===== src/sv/assert_macros.svh =====
// Assertion macros shared by the scanner RTL.
// Included by modules that carry concurrent checks; no other dependencies.
`ifndef ASSERT_MACROS_SVH
`define ASSERT_MACROS_SVH
`ifndef SYNTHESIS
`define BPS_ASSERT(label, clk, rst_n, prop, msg) \
    label: assert property (@(posedge clk) disable iff (!rst_n) prop) else $error(msg);
`define BPS_ASSERT_NEVER(label, clk, rst_n, expr, msg) \
    label: assert property (@(posedge clk) disable iff (!rst_n) !(expr)) else $error(msg);
`else
`define BPS_ASSERT(label, clk, rst_n, prop, msg)
`define BPS_ASSERT_NEVER(label, clk, rst_n, expr, msg)
`endif
`endif


===== src/sv/bps_pkg.sv =====
// Package for the boundary pattern scanner: constants, register codes and
// the structs passed between the register block, the engine and the top level.
package bps_pkg;

    localparam int PATTERN_MAX_DEF = 32;
    localparam int COUNT_BITS_DEF  = 16;
    localparam int PATTERN_BYTES   = 32;
    localparam int LEN_BITS        = 6;
    localparam int ADDR_BITS       = 6;
    localparam int DATA_BITS       = 64;

    typedef enum logic [2:0] {
        REG_PATTERN_LENGTH = 3'd0,
        REG_PATTERN_WORD_0 = 3'd1,
        REG_PATTERN_WORD_1 = 3'd2,
        REG_PATTERN_WORD_2 = 3'd3,
        REG_PATTERN_WORD_3 = 3'd4
    } reg_idx_t;

    // byte j of the pattern is pattern[j]; eight bytes per register word
    typedef struct packed {
        logic [LEN_BITS-1:0]            pattern_length;
        logic [PATTERN_BYTES-1:0][7:0]  pattern;
    } cfg_t;

    typedef struct packed {
        logic                func;
        logic [7:0]          data_byte;
        logic                chunk_end;
        logic [LEN_BITS-1:0] pre_matched;
    } item_t;

endpackage


===== src/sv/bps_cfg.sv =====
// APB register block of the scanner: pattern length and four pattern words.
// Depends on bps_pkg.
module bps_cfg
(
    input  logic                           clk,
    input  logic                           rst_n,
    input  logic                           psel,
    input  logic                           penable,
    input  logic                           pwrite,
    input  logic [bps_pkg::ADDR_BITS-1:0]  paddr,
    input  logic [bps_pkg::DATA_BITS-1:0]  pwdata,
    output logic [bps_pkg::DATA_BITS-1:0]  prdata,
    output logic                           pready,
    output bps_pkg::cfg_t                  cfg
);

    bps_pkg::cfg_t     cfg_reg;
    bps_pkg::reg_idx_t reg_idx;
    logic              wr_en;

    assign pready  = 1'b1;
    assign wr_en   = psel && penable && pwrite;
    assign reg_idx = bps_pkg::reg_idx_t'(paddr[5:3]);
    assign cfg     = cfg_reg;

    always_ff @(posedge clk or negedge rst_n)
    begin
        if (!rst_n)
        begin
            cfg_reg <= '0;
        end
        else if (wr_en)
        begin
            unique case (reg_idx)
                bps_pkg::REG_PATTERN_LENGTH: cfg_reg.pattern_length <= pwdata[5:0];
                bps_pkg::REG_PATTERN_WORD_0: cfg_reg.pattern[7:0]   <= pwdata;
                bps_pkg::REG_PATTERN_WORD_1: cfg_reg.pattern[15:8]  <= pwdata;
                bps_pkg::REG_PATTERN_WORD_2: cfg_reg.pattern[23:16] <= pwdata;
                bps_pkg::REG_PATTERN_WORD_3: cfg_reg.pattern[31:24] <= pwdata;
                default: ;
            endcase
        end
    end

    always_comb
    begin
        unique case (reg_idx)
            bps_pkg::REG_PATTERN_LENGTH: prdata = 64'(cfg_reg.pattern_length);
            bps_pkg::REG_PATTERN_WORD_0: prdata = cfg_reg.pattern[7:0];
            bps_pkg::REG_PATTERN_WORD_1: prdata = cfg_reg.pattern[15:8];
            bps_pkg::REG_PATTERN_WORD_2: prdata = cfg_reg.pattern[23:16];
            bps_pkg::REG_PATTERN_WORD_3: prdata = cfg_reg.pattern[31:24];
            default:                     prdata = '0;
        endcase
    end

endmodule


===== src/sv/bps_engine.sv =====
// Match engine: shift-and prefix vector, continue-mode tracker and chunk
// bookkeeping, one byte per cycle on adv. Depends on bps_pkg, assert_macros.svh.
`include "assert_macros.svh"
module bps_engine
#(
    parameter int PATTERN_MAX = bps_pkg::PATTERN_MAX_DEF,
    parameter int COUNT_BITS  = bps_pkg::COUNT_BITS_DEF
)
(
    input  logic                  clk,
    input  logic                  rst_n,
    input  logic                  adv,
    input  bps_pkg::item_t        item,
    input  bps_pkg::cfg_t         cfg,
    output logic                  res_fire,
    output logic [COUNT_BITS-1:0] res_count
);

    localparam int CAP = (PATTERN_MAX < bps_pkg::PATTERN_BYTES) ?
                         PATTERN_MAX : bps_pkg::PATTERN_BYTES;
    localparam logic [bps_pkg::LEN_BITS-1:0] CAP_L     = bps_pkg::LEN_BITS'(CAP);
    localparam logic [COUNT_BITS-1:0]        COUNT_MAX = '1;

    logic [CAP-1:0]               alive_reg, alive_next;
    logic [COUNT_BITS-1:0]        pos_reg, pos_next;
    logic                         fmf_reg, fmf_next;
    logic [COUNT_BITS-1:0]        fmo_reg, fmo_next;
    logic                         ca_reg, ca_next;
    logic [bps_pkg::LEN_BITS-1:0] co_reg, co_next;
    logic                         mode_reg, mode_next;

    logic [bps_pkg::LEN_BITS-1:0] len, tail;
    logic                         first, sat, cont_ok, full_bit, full_hit, tail_hit;
    logic [COUNT_BITS-1:0]        n;
    logic [CAP-1:0]               alive_prev, alive_sh, mask;
    logic                         fmf_prev, ca_prev;
    logic [COUNT_BITS-1:0]        fmo_prev;
    logic [bps_pkg::LEN_BITS-1:0] co_prev;

    always_comb
    begin
        len     = (cfg.pattern_length < CAP_L) ? cfg.pattern_length : CAP_L;
        first   = (pos_reg == '0);
        sat     = (pos_reg == COUNT_MAX);
        n       = sat ? COUNT_MAX : pos_reg + COUNT_BITS'(1);
        cont_ok = item.func && (len != '0) && (item.pre_matched < len);

        // a new chunk starts from clean state
        mode_next  = first ? item.func : mode_reg;
        alive_prev = first ? '0 : alive_reg;
        fmf_prev   = first ? 1'b0 : fmf_reg;
        fmo_prev   = first ? '0 : fmo_reg;
        ca_prev    = first ? cont_ok : ca_reg;
        co_prev    = first ? (cont_ok ? item.pre_matched : '0) : co_reg;

        for (int k = 0; k < CAP; k++)
        begin
            mask[k] = (bps_pkg::LEN_BITS'(k) < len) && (cfg.pattern[k] == item.data_byte);
        end
        alive_sh    = alive_prev << 1;
        alive_sh[0] = 1'b1;
        alive_next  = mode_next ? alive_prev : (alive_sh & mask);

        full_bit = 1'b0;
        for (int k = 0; k < CAP; k++)
        begin
            if (bps_pkg::LEN_BITS'(k + 1) == len)
            begin
                full_bit = alive_next[k];
            end
        end
        full_hit = !mode_next && (len != '0) && !fmf_prev && full_bit;
        fmf_next = fmf_prev || full_hit;
        fmo_next = fmo_prev;
        if (full_hit)
        begin
            fmo_next = (sat || n < COUNT_BITS'(len)) ? COUNT_MAX : n - COUNT_BITS'(len);
        end

        ca_next = ca_prev;
        co_next = co_prev;
        if (mode_next && ca_prev && co_prev < len)
        begin
            if (cfg.pattern[co_prev[4:0]] == item.data_byte)
            begin
                co_next = co_prev + bps_pkg::LEN_BITS'(1);
            end
            else
            begin
                ca_next = 1'b0;
            end
        end

        // longest live proper prefix marks the earliest matching tail
        tail_hit = 1'b0;
        tail     = '0;
        for (int k = 0; k < CAP; k++)
        begin
            if (bps_pkg::LEN_BITS'(k + 1) < len && alive_next[k])
            begin
                tail_hit = 1'b1;
                tail     = bps_pkg::LEN_BITS'(k + 1);
            end
        end

        if (mode_next)
        begin
            res_count = ca_next ? COUNT_BITS'(co_next) : '0;
        end
        else if (len == '0)
        begin
            res_count = n;
        end
        else if (fmf_next)
        begin
            res_count = fmo_next;
        end
        else if (tail_hit)
        begin
            res_count = (sat || n < COUNT_BITS'(tail)) ? COUNT_MAX : n - COUNT_BITS'(tail);
        end
        else
        begin
            res_count = n;
        end

        pos_next = item.chunk_end ? '0 : n;
        res_fire = adv && item.chunk_end;
    end

    always_ff @(posedge clk or negedge rst_n)
    begin
        if (!rst_n)
        begin
            alive_reg <= '0;
            pos_reg   <= '0;
            fmf_reg   <= 1'b0;
            fmo_reg   <= '0;
            ca_reg    <= 1'b0;
            co_reg    <= '0;
            mode_reg  <= 1'b0;
        end
        else if (adv)
        begin
            alive_reg <= alive_next;
            pos_reg   <= pos_next;
            fmf_reg   <= fmf_next;
            fmo_reg   <= fmo_next;
            ca_reg    <= ca_next;
            co_reg    <= co_next;
            mode_reg  <= mode_next;
        end
    end

    `BPS_ASSERT(a_pos_clears_after_end, clk, rst_n, res_fire |=> pos_reg == '0, "chunk position not cleared after last byte")
    `BPS_ASSERT_NEVER(a_co_in_range, clk, rst_n, co_reg > CAP_L, "continue offset beyond pattern capacity")
    `BPS_ASSERT(a_cont_no_prefix, clk, rst_n, (mode_reg && pos_reg != '0) |-> alive_reg == '0, "prefix vector live in continue chunk")

endmodule


===== src/sv/boundary_pattern_scanner_top.sv =====
// Top level of the boundary pattern scanner: input stage, match engine,
// result register and APB registers. Depends on bps_pkg, bps_cfg, bps_engine.
//
// Takes one chunk byte per clock while no chunk-ending byte waits on an untaken
// result, with valid/ready on both sides. A byte is registered in the input
// stage on acceptance and goes through the match engine from there; on the byte
// flagged chunk_end the result lands in the output register, and result_count
// is valid once that register holds it. All pattern positions are compared
// against each byte in parallel in the match engine; the output register
// lets new bytes flow while a result waits, and only the next last byte
// stalls behind an untaken result.
// Patterns up to PATTERN_MAX bytes (at most 32); offsets saturate at
// 2**COUNT_BITS-1. Registers are 64 bits at byte address 8*i.
`include "assert_macros.svh"
module boundary_pattern_scanner_top
#(
    parameter int PATTERN_MAX = bps_pkg::PATTERN_MAX_DEF,
    parameter int COUNT_BITS  = bps_pkg::COUNT_BITS_DEF
)
(
    input  logic                          clk,
    input  logic                          rst_n,
    input  logic                          in_valid,
    output logic                          in_ready,
    input  logic                          func,
    input  logic [7:0]                    data_byte,
    input  logic                          chunk_end,
    input  logic [bps_pkg::LEN_BITS-1:0]  pre_matched,
    output logic                          out_valid,
    input  logic                          out_ready,
    output logic [COUNT_BITS-1:0]         result_count,
    input  logic                          psel,
    input  logic                          penable,
    input  logic                          pwrite,
    input  logic [bps_pkg::ADDR_BITS-1:0] paddr,
    input  logic [bps_pkg::DATA_BITS-1:0] pwdata,
    output logic [bps_pkg::DATA_BITS-1:0] prdata,
    output logic                          pready
);

    bps_pkg::cfg_t         cfg;
    bps_pkg::item_t        s1_item_reg;
    logic                  s1_valid_reg, s1_valid_next;
    logic                  out_valid_reg, out_valid_next;
    logic [COUNT_BITS-1:0] result_count_reg;
    logic                  adv, res_fire;
    logic [COUNT_BITS-1:0] res_count;

    bps_cfg u_cfg
    (
        .clk     (clk),
        .rst_n   (rst_n),
        .psel    (psel),
        .penable (penable),
        .pwrite  (pwrite),
        .paddr   (paddr),
        .pwdata  (pwdata),
        .prdata  (prdata),
        .pready  (pready),
        .cfg     (cfg)
    );

    bps_engine #(
        .PATTERN_MAX (PATTERN_MAX),
        .COUNT_BITS  (COUNT_BITS)
    ) u_engine
    (
        .clk       (clk),
        .rst_n     (rst_n),
        .adv       (adv),
        .item      (s1_item_reg),
        .cfg       (cfg),
        .res_fire  (res_fire),
        .res_count (res_count)
    );

    // only a chunk-ending byte needs room in the result register
    assign adv      = s1_valid_reg && (!s1_item_reg.chunk_end || !out_valid_reg || out_ready);
    assign in_ready = !s1_valid_reg || adv;

    assign out_valid    = out_valid_reg;
    assign result_count = result_count_reg;

    always_comb
    begin
        s1_valid_next = in_valid || (s1_valid_reg && !adv);
        if (res_fire)
        begin
            out_valid_next = 1'b1;
        end
        else
        begin
            out_valid_next = out_valid_reg && !out_ready;
        end
    end

    always_ff @(posedge clk or negedge rst_n)
    begin
        if (!rst_n)
        begin
            s1_valid_reg  <= 1'b0;
            out_valid_reg <= 1'b0;
        end
        else
        begin
            if (in_ready)
            begin
                s1_valid_reg <= s1_valid_next;
            end
            out_valid_reg <= out_valid_next;
        end
    end

    always_ff @(posedge clk)
    begin
        if (in_valid && in_ready)
        begin
            s1_item_reg.func        <= func;
            s1_item_reg.data_byte   <= data_byte;
            s1_item_reg.chunk_end   <= chunk_end;
            s1_item_reg.pre_matched <= pre_matched;
        end
        if (res_fire)
        begin
            result_count_reg <= res_count;
        end
    end

    `BPS_ASSERT(a_accept_lands, clk, rst_n, (in_valid && in_ready) |=> s1_valid_reg, "accepted transaction not held in input stage")
    `BPS_ASSERT(a_result_held, clk, rst_n, (out_valid_reg && !out_ready) |=> out_valid_reg, "pending result dropped")
    `BPS_ASSERT_NEVER(a_no_overwrite, clk, rst_n, res_fire && out_valid_reg && !out_ready, "result overwritten before taken")

endmodule

===== config.mk =====
export PLATFORM = sky130hd
export DESIGN_NAME = boundary_pattern_scanner_top
export DESIGN_NICKNAME = d
export VERILOG_FILES = /design/src/sv/bps_pkg.sv /design/src/sv/bps_cfg.sv /design/src/sv/bps_engine.sv /design/src/sv/boundary_pattern_scanner_top.sv
export VERILOG_INCLUDE_DIRS = /design/src /design/src/sv
export SDC_FILE = /design/constraint.sdc
export NUM_CORES = 1
export LEC_CHECK = 0
export BUFFER_PORTS_ARGS = -buffer_cell sky130_fd_sc_hd__buf_2
export CORE_AREA = 5 5 230 232
export DETAILED_ROUTE_END_ITERATION = 8
export DIE_AREA = 0 0 235 237
export GPL_TIMING_DRIVEN = 0
export PLACE_DENSITY = 0.68
export SYNTH_ARGS = -nofsm -noshare
export SYNTH_HDL_FRONTEND = slang
export SYNTH_SLANG_ARGS = --single-unit

===== constraint.sdc =====
create_clock -name clk -period 15.8 [get_ports clk]
set_input_delay 0.79 -clock clk [delete_from_list [all_inputs] [get_ports clk]]
set_output_delay 0.79 -clock clk [all_outputs]
set_load 0.02 [all_outputs]

Word-level counts from Yosys, hierarchy flattened
Index checks and enable logic that the tools add are counted.
{ "classes": {"add_sub_neg": 4, "n_bitwise": 1, "n_eq_ne": 70, "n_reduce_logical": 101, "n_mux": 123, "magnitude_cmp": 39} }
{ "ops": {"columns": ["cell", "n"], "rows": [
  ["case mux 64 bit (5 select lines)", 1],
  ["== test 8 bit", 33],
  ["two-way mux 16 bit", 10],
  ["== test 5 x 6 -> 1 bit (first input constant)", 16],
  ["less-than comparator 5 x 6 -> 1 bit (first input constant)", 16],
  ["two-way mux 5 bit", 16],
  ["logical AND 1 bit", 78],
  ["two-way mux 1 bit", 71],
  ["two-way mux 32 bit", 2],
  ["== test 4 x 6 -> 1 bit (first input constant)", 8],
  ["less-than comparator 4 x 6 -> 1 bit (first input constant)", 8],
  ["two-way mux 6 bit", 7],
  ["binary-select mux 8 bit (select 5 bit)", 1],
  ["bitwise AND 32 bit", 1],
  ["less-than comparator 16 x 6 -> 1 bit", 2],
  ["two-way mux 4 bit", 8],
  ["subtractor 16 x 6 -> 16 bit", 2],
  ["== test 3 x 6 -> 1 bit (first input constant)", 4],
  ["less-than comparator 3 x 6 -> 1 bit (first input constant)", 4],
  ["adder 16 x 1 -> 16 bit (second input constant)", 1],
  ["== test 16 bit (second input constant)", 1],
  ["zero test 16 bit", 1],
  ["== test 2 x 6 -> 1 bit (first input constant)", 2],
  ["less-than comparator 1 x 6 -> 1 bit (first input constant)", 2],
  ["other kinds (20)", 43]
]} }
{ "totals": {"wordCells": 385, "reg_bits": 369, "output_inout_bits": 83, "inputBits": 93} }

Longest topological paths before layout
{ "depth": {"ltp_word": 46, "mapped_depth": 32, "depth_no_buf": 30} }

By module
Synthesis repeated with hierarchy kept, for this count alone.
{ "unflattened": {"cells_unflattened": 2682, "area_unflattened_um2": 26161.3} }
{ "by_module_without_submodules": {"columns": ["module", "area_per_inst_um2", "seq_area_each_um2", "cells_each", "instances"], "rows": [
  ["bps_engine", 13426.6, 1801.7, 1835, 1],
  ["bps_cfg", 11667.4, 6556.3, 807, 1],
  ["boundary_pattern_scanner_top", 1067.3, 1011.0, 40, 1]
]} }

Least setup slack after synthesis
No wires, ideal clock.
{ "synth_timing": {"kind": "reg-to-reg", "startpoint": "register u_cfg.cfg_reg, in the netlist u_cfg.cfg[257]", "endpoint": "register result_count_reg[5], in the netlist result_count[5] (data pin)", "n_path_buf": 5, "setup_time_ns": 0.264, "path_stages_with_launch": 22, "arrival_time_ns": 5.389, "setup_slack_ns": 10.147, "t_required_ns": 15.536, "path_cell_list": "dfrtp_1 clkbuf_1 clkbuf_1 clkbuf_1 nor2b_1 inv_1 ha_1 nor4b_4 o21ai_2 a2111oi_0 a21oi_2 inv_2 buf_2 buf_2 ha_1 a21o_1 a21o_1 a2111oi_1 nand2_1 nor3_4 and4_1 o31ai_1"} }
{ "synth_via": {"elab_chain_cells": 46, "word_cells_on_any_way": 266, "classes_between": "add/sub (3); order compare (38); eq/ne (33); mux (115); bitwise (1); reduce/logical (76)"} }
{ "synth_rtl": {"columns": ["element", "line_no", "text"], "rows": [
  ["from (decl)", "bps_cfg.sv:17", "bps_pkg::cfg_t cfg_reg;"],
  ["less-than comparator 6 bit", "bps_engine.sv:42", "len = (cfg.pattern_length < CAP_L) ? cfg.pattern_length : CAP_L;"],
  ["two-way mux 6 bit *", "bps_engine.sv:42", null],
  ["less-than comparator 1 x 6 -> 1 bit", "bps_engine.sv:58", "mask[k] = (bps_pkg::LEN_BITS'(k) < len) && (cfg.pattern[k] == item.data_byte);"],
  ["logical AND 1 bit", "bps_engine.sv:58", null],
  ["bitwise AND 32 bit", "bps_engine.sv:62", "alive_next = mode_next ? alive_prev : (alive_sh & mask);"],
  ["two-way mux 32 bit", "bps_engine.sv:62", null],
  ["logical AND 1 bit", "bps_engine.sv:99", "if (bps_pkg::LEN_BITS'(k + 1) < len && alive_next[k])"],
  ["two-way mux 1 bit", "bps_engine.sv:99", null],
  ["(+31 left out)", null, null],
  ["less-than comparator 16 x 6 -> 1 bit", "bps_engine.sv:120", "res_count = (sat || n < COUNT_BITS'(tail)) ? COUNT_MAX : n - COUNT_BITS'(tail);"],
  ["logical OR 1 bit", "bps_engine.sv:120", null],
  ["two-way mux 16 bit", "bps_engine.sv:120", null],
  ["two-way mux 16 bit", "bps_engine.sv:118", "else if (tail_hit)"],
  ["two-way mux 16 bit", "bps_engine.sv:114", "else if (fmf_next)"],
  ["two-way mux 16 bit", "bps_engine.sv:110", "else if (len == '0)"],
  ["two-way mux 16 bit *", "bps_engine.sv:106", "if (mode_next)"],
  ["net res_count[5]", "boundary_pattern_scanner_top.sv:47", "logic [COUNT_BITS-1:0] res_count;"],
  ["to (signal assigned)", "boundary_pattern_scanner_top.sv:125", "result_count_reg <= res_count;"],
  ["to (decl)", "boundary_pattern_scanner_top.sv:45", "logic [COUNT_BITS-1:0] result_count_reg;"]
]} }
The timed path passes the listed nets; every way through them passes the cells marked *. The select of a mux whose other input is x is not followed.
A chain may end at the register's enable or synchronous reset.

Worst setup path in the final report
{ "layout_timing": {"startpoint": "register s1_item_reg[7] (netlist bit)", "endpoint": "register result_count_reg[15], in the netlist result_count[15] (data pin)"} }
{ "layout_via": {"elab_chain_cells": 44, "word_cells_on_any_way": 205, "classes_between": "add/sub (1); order compare (1); eq/ne (32); mux (103); bitwise (1); reduce/logical (67)"} }
{ "layout_rtl": {"columns": ["element", "line_no", "text"], "rows": [
  ["from (decl)", "boundary_pattern_scanner_top.sv:42", "bps_pkg::item_t s1_item_reg;"],
  ["== test 8 bit", "bps_engine.sv:58", null],
  ["logical AND 1 bit", "bps_engine.sv:58", null],
  ["bitwise AND 32 bit *", "bps_engine.sv:62", null],
  ["two-way mux 32 bit *", "bps_engine.sv:62", null],
  ["logical AND 1 bit", "bps_engine.sv:99", null],
  ["two-way mux 1 bit", "bps_engine.sv:99", null],
  ["two-way mux 2 bit (2 in a row)", "bps_engine.sv:99", null],
  ["two-way mux 3 bit (4 in a row)", "bps_engine.sv:99", null],
  ["(+24 left out)", null, null],
  ["two-way mux 6 bit", "bps_engine.sv:99", null],
  ["less-than comparator 16 x 6 -> 1 bit", "bps_engine.sv:120", null],
  ["logical OR 1 bit", "bps_engine.sv:120", null],
  ["two-way mux 16 bit", "bps_engine.sv:120", null],
  ["two-way mux 16 bit", "bps_engine.sv:118", null],
  ["two-way mux 16 bit *", "bps_engine.sv:114", null],
  ["two-way mux 16 bit *", "bps_engine.sv:110", null],
  ["two-way mux 16 bit *", "bps_engine.sv:106", null]
]} }
Every way passes the cells marked *; elsewhere a longest branch is shown, timed or not.

==> impl_metrics.py <==
metrics = {
    "power": {
        "p_leak_nw": 11.90,
        "vdd_drop_max_v": 0.0001010,
        "power_mw": 3.938,
        "p_per_area_nw_per_um2": 139.1,
    },
    "route": {
        "drt_iter0_drc": 3581,
        "wire_per_inst_um": 37.10,
        "num_vias": 25180,
        "ant_nets": 0,
        "drt_wl_total_mm": 132.3,
        "via_per_inst": 7.058,
        "drtPass1Iterations": 8,
        "drcViolationCount": 0,
    },
    "sta": {
        "fmax_mhz": 114.7,
        "clock-skew-final_ns": 0.02758,
        "fin_crit_ns": 8.721,
        "post-route-period-util_pct": 55.19,
        "final.setup.tns_ns": 0,
        "relSlewSlack_pct": 1.653,
        "worst_pin_slew_ns": 1.456,
        "rsz0062_at_grt": "false",
        "report.final.hold_viol_count": 0,
        "final_max_slew_viol_count": 0,
        "setup_viol_count_final": 0,
    },
    "global_route": {
        "grt.total_usage_pct": 45.58,
        "antenna_found_initial": 6,
        "grt_pass1_wl_mm": 182.8,
        "grt_max_degree": 133,
        "busiest_layer": "met2",
        "grt_util_met3_pct": 13.41,
        "gr-usage-met1_pct": 55.51,
        "grtUsageMet2_pct": 68.99,
        "overflow": 0,
        "grt_pass1_vias": 23890,
    },
    "yosys": {
        "synthAdderAreaFrac_pct": 1.407,
        "netlist_area_um2": 25070,
        "synth_simple_gate_area_share_pct": 14.61,
        "synthXorXnorAreaFrac_pct": 10.17,
        "ys.flop_type": "dfrtp_1",
        "synthMuxAreaShare_pct": 15.19,
        "ys.warnings.count": 0,
        "yosysTopAreaCellShare_pct": 33.63,
        "synth_compound_area_share_pct": 17.23,
        "synth_cell_types": 94,
        "synthArstFlopShare_pct": 91.33,
        "syn_avg_cell_area_um2": 9.523,
        "ys_ff_latch": 369,
        "yosysTopAreaCell": "dfrtp_1",
        "synth-edff-count": 32,
        "seq_area_frac_synth_pct": 37.47,
        "synth_top_family_by_area": "compound AO/OA/AOI/OAI gates",
        "synth_area_leaders": "dfrtp_1 34%, mux2_2 12%, xnor2_1 8.8%",
        "netlist_instances": 2633,
    },
    "run": {
        "cap_viol_max_count": 1,
    },
    "worst_hold_path": {
        "hold_path.class": "primary input to asynchronous set/reset pin",
    },
    "status": {
        "violations": "max-capacitance violations",
        "outcome": "finished, violations left",
    },
    "die": {
        "initial_utilization_pct": 49.37,
        "dieArea_um2": 55700,
        "die_h_um": 237,
        "dieWidth_um": 235,
        "io_pins": 176,
        "num_rows": 83,
        "coreArea_um2": 50780,
    },
    "final_layout": {
        "fin_nets": 2975,
        "final_layout_size_suffix_gt1_share_pct": 21.31,
        "area_delta_synth_final_pct": 12.89,
        "largest_reg_flops": 262,
        "stdcell_count": 3567,
        "final_common_cell": "dfrtp_1",
        "regArea_um2": 9394,
        "final_cell_mix": "337 x dfrtp_1, 323 x nand2_1, 267 x mux2_2, 251 x xnor2_1, 232 x buf_2",
        "multi_input_area_um2": 14730,
        "final.fill_count": 4537,
    },
    "setup_path": {
        "critPathCaptureType": "register",
        "critPathLaunch": "s1_item_reg[7]",
        "path_depth": 30,
        "crit_path_end": "result_count[15]",
        "crit_buf_inv": 3,
        "cp_slowest_cell": "o41ai_1",
        "slowest_delay_ns": 0.98,
        "ff2ff_setup_slack_ns": 7.08,
        "cp-start-kind": "register",
        "cp_common_cell": "o21ai_0",
        "critPathKind": "register to register",
        "cp_max_fo": 10,
        "crit_arrival_ns": 9.04,
        "r2r_start": "s1_item_reg[7]",
        "ff2ff_path_depth": 30,
        "reg2reg_to": "result_count[15]",
        "crit_family": "compound AO/OA/AOI/OAI gates",
        "crit_required_ns": 16.12,
    },
    "place": {
        "place.gp.congestion": 1.113,
        "hpwl_mm": 102.8,
        "dp.cells": 3492,
        "port-buffer-count": 170,
    },
    "clocking": {
        "cts_tree": "yes",
        "ctsHoldBuffers": 0,
        "cts_resized": 0,
        "cts_setup_buffers": 0,
        "clk_pin_slew_ns": 0.06,
        "cts.sinks": 369,
        "cts_max_level": 2,
        "cts-root-buf": "clkbuf_16",
        "cts.path.max_buffers": 3,
        "clk-insertion-delay-late_ns": 0.59,
        "cts-buffers-inserted": 41,
    },
}
==> cell type report <==
cell class | instances | area share (%)
multi-input combinational | 2037 | 52.02
buffer | 194 | 3.010
sequential | 369 | 33.19
clock buffer | 59 | 4.222
timing repair buffer | 178 | 3.470
antenna | 1 | 0.008841
inverter | 34 | 0.4597
tap | 680 | 3.006
clock inverter | 15 | 0.6100
==> where the power goes <==
| part | internal [mW] | switching [mW] | leakage [nW] |
|---|---|---|---|
| Sequential | 1.12 | 0.316 | 4.69 |
| Combinational | 0.522 | 0.987 | 6.55 |
| Clock | 0.577 | 0.414 | 0.665 |
| Total | 2.22 | 1.72 | 11.9 |
==> worst reg2reg max path, delay by kind of cell (launching register included) <==
family | cells | cell delay [ns]
compound gates | 16 | 3.77
buf+inv | 3 | 1.84
simple gates | 8 | 1.74
fa+ha+maj | 2 | 0.61
flops | 1 | 0.32
xor+xnor | 1 | 0.19
==> routing by layer <==
| layer | up-vias | wire length, µm |
|---|---|---|
| li1 | 10150 | - |
| met1 | 12340 | 47370 |
| met2 | 2026 | 56600 |
| met3 | 649 | 15240 |
| met4 | 8 | 13060 |
| met5 | - | 61 |
==> cell families (layout without fill, tap and decap cells) <==
| logic type | Yosys count | in the layout |
|---|---|---|
| buffers and inverters | 228 | 480 |
| AND/OR/NAND/NOR | 748 | 748 |
| adder cells (fa/ha/maj) | 27 | 27 |
| XOR/XNOR | 291 | 291 |
| AO/OA/AOI/OAI | 622 | 622 |
| flip-flops | 369 | 369 |
| other | 1 | 3 |
| multiplexers | 347 | 347 |
==> per-stage QoR <==
| stage | worst slack, ns | hold slack, ns | area (µm²) | utilization, % |
|---|---|---|---|---|
| floorplan | 10.15 | 0.4304 | 25080 | - |
| global placement | 7.517 | 0.4474 | 26780 | 52.73 |
| detailed placement | 7.485 | 0.4531 | 26930 | 53.03 |
| CTS | 7.455 | 0.2362 | 28300 | 55.72 |
| global route | 6.747 | 0.2744 | 28300 | 55.73 |
| finish | 7.079 | 0.2186 | 28300 | 55.74 |
==> cells in the mapped netlist, types with 29 or more instances <==
cell        n
dfrtp_1   337
nand2_1   323
mux2_2    267
xnor2_1   251
a22oi_1   123
o21ai_0   115
clkbuf_1  114
nor2_1     96
a21oi_1    86
nand3_1    84
mux2i_1    80
buf_2      62
nand4_1    52
xor2_1     40
nor3_1     36
o22ai_1    36
edfxtp_1   32
inv_1      29
==> worst min path at each step <==
| stage | startpoint | endpoint | slack [ns] | depth (start not counted) |
|---|---|---|---|---|
| after CTS | rst_n | u_engine.pos_reg[10] | 0.24 | 1 |
| final | rst_n | u_engine.fmo_reg[12] | 0.22 | 1 |
| after global placement | u_engine.ca_reg | u_engine.ca_reg | 0.45 | 2 |
| after detailed placement | u_engine.ca_reg | u_engine.ca_reg | 0.45 | 2 |
| after global routing | rst_n | u_engine.fmo_reg[14] | 0.27 | 1 |
| after floorplan | u_engine.ca_reg | u_engine.ca_reg | 0.43 | 2 |
Power figures use the tool's default switching activity.
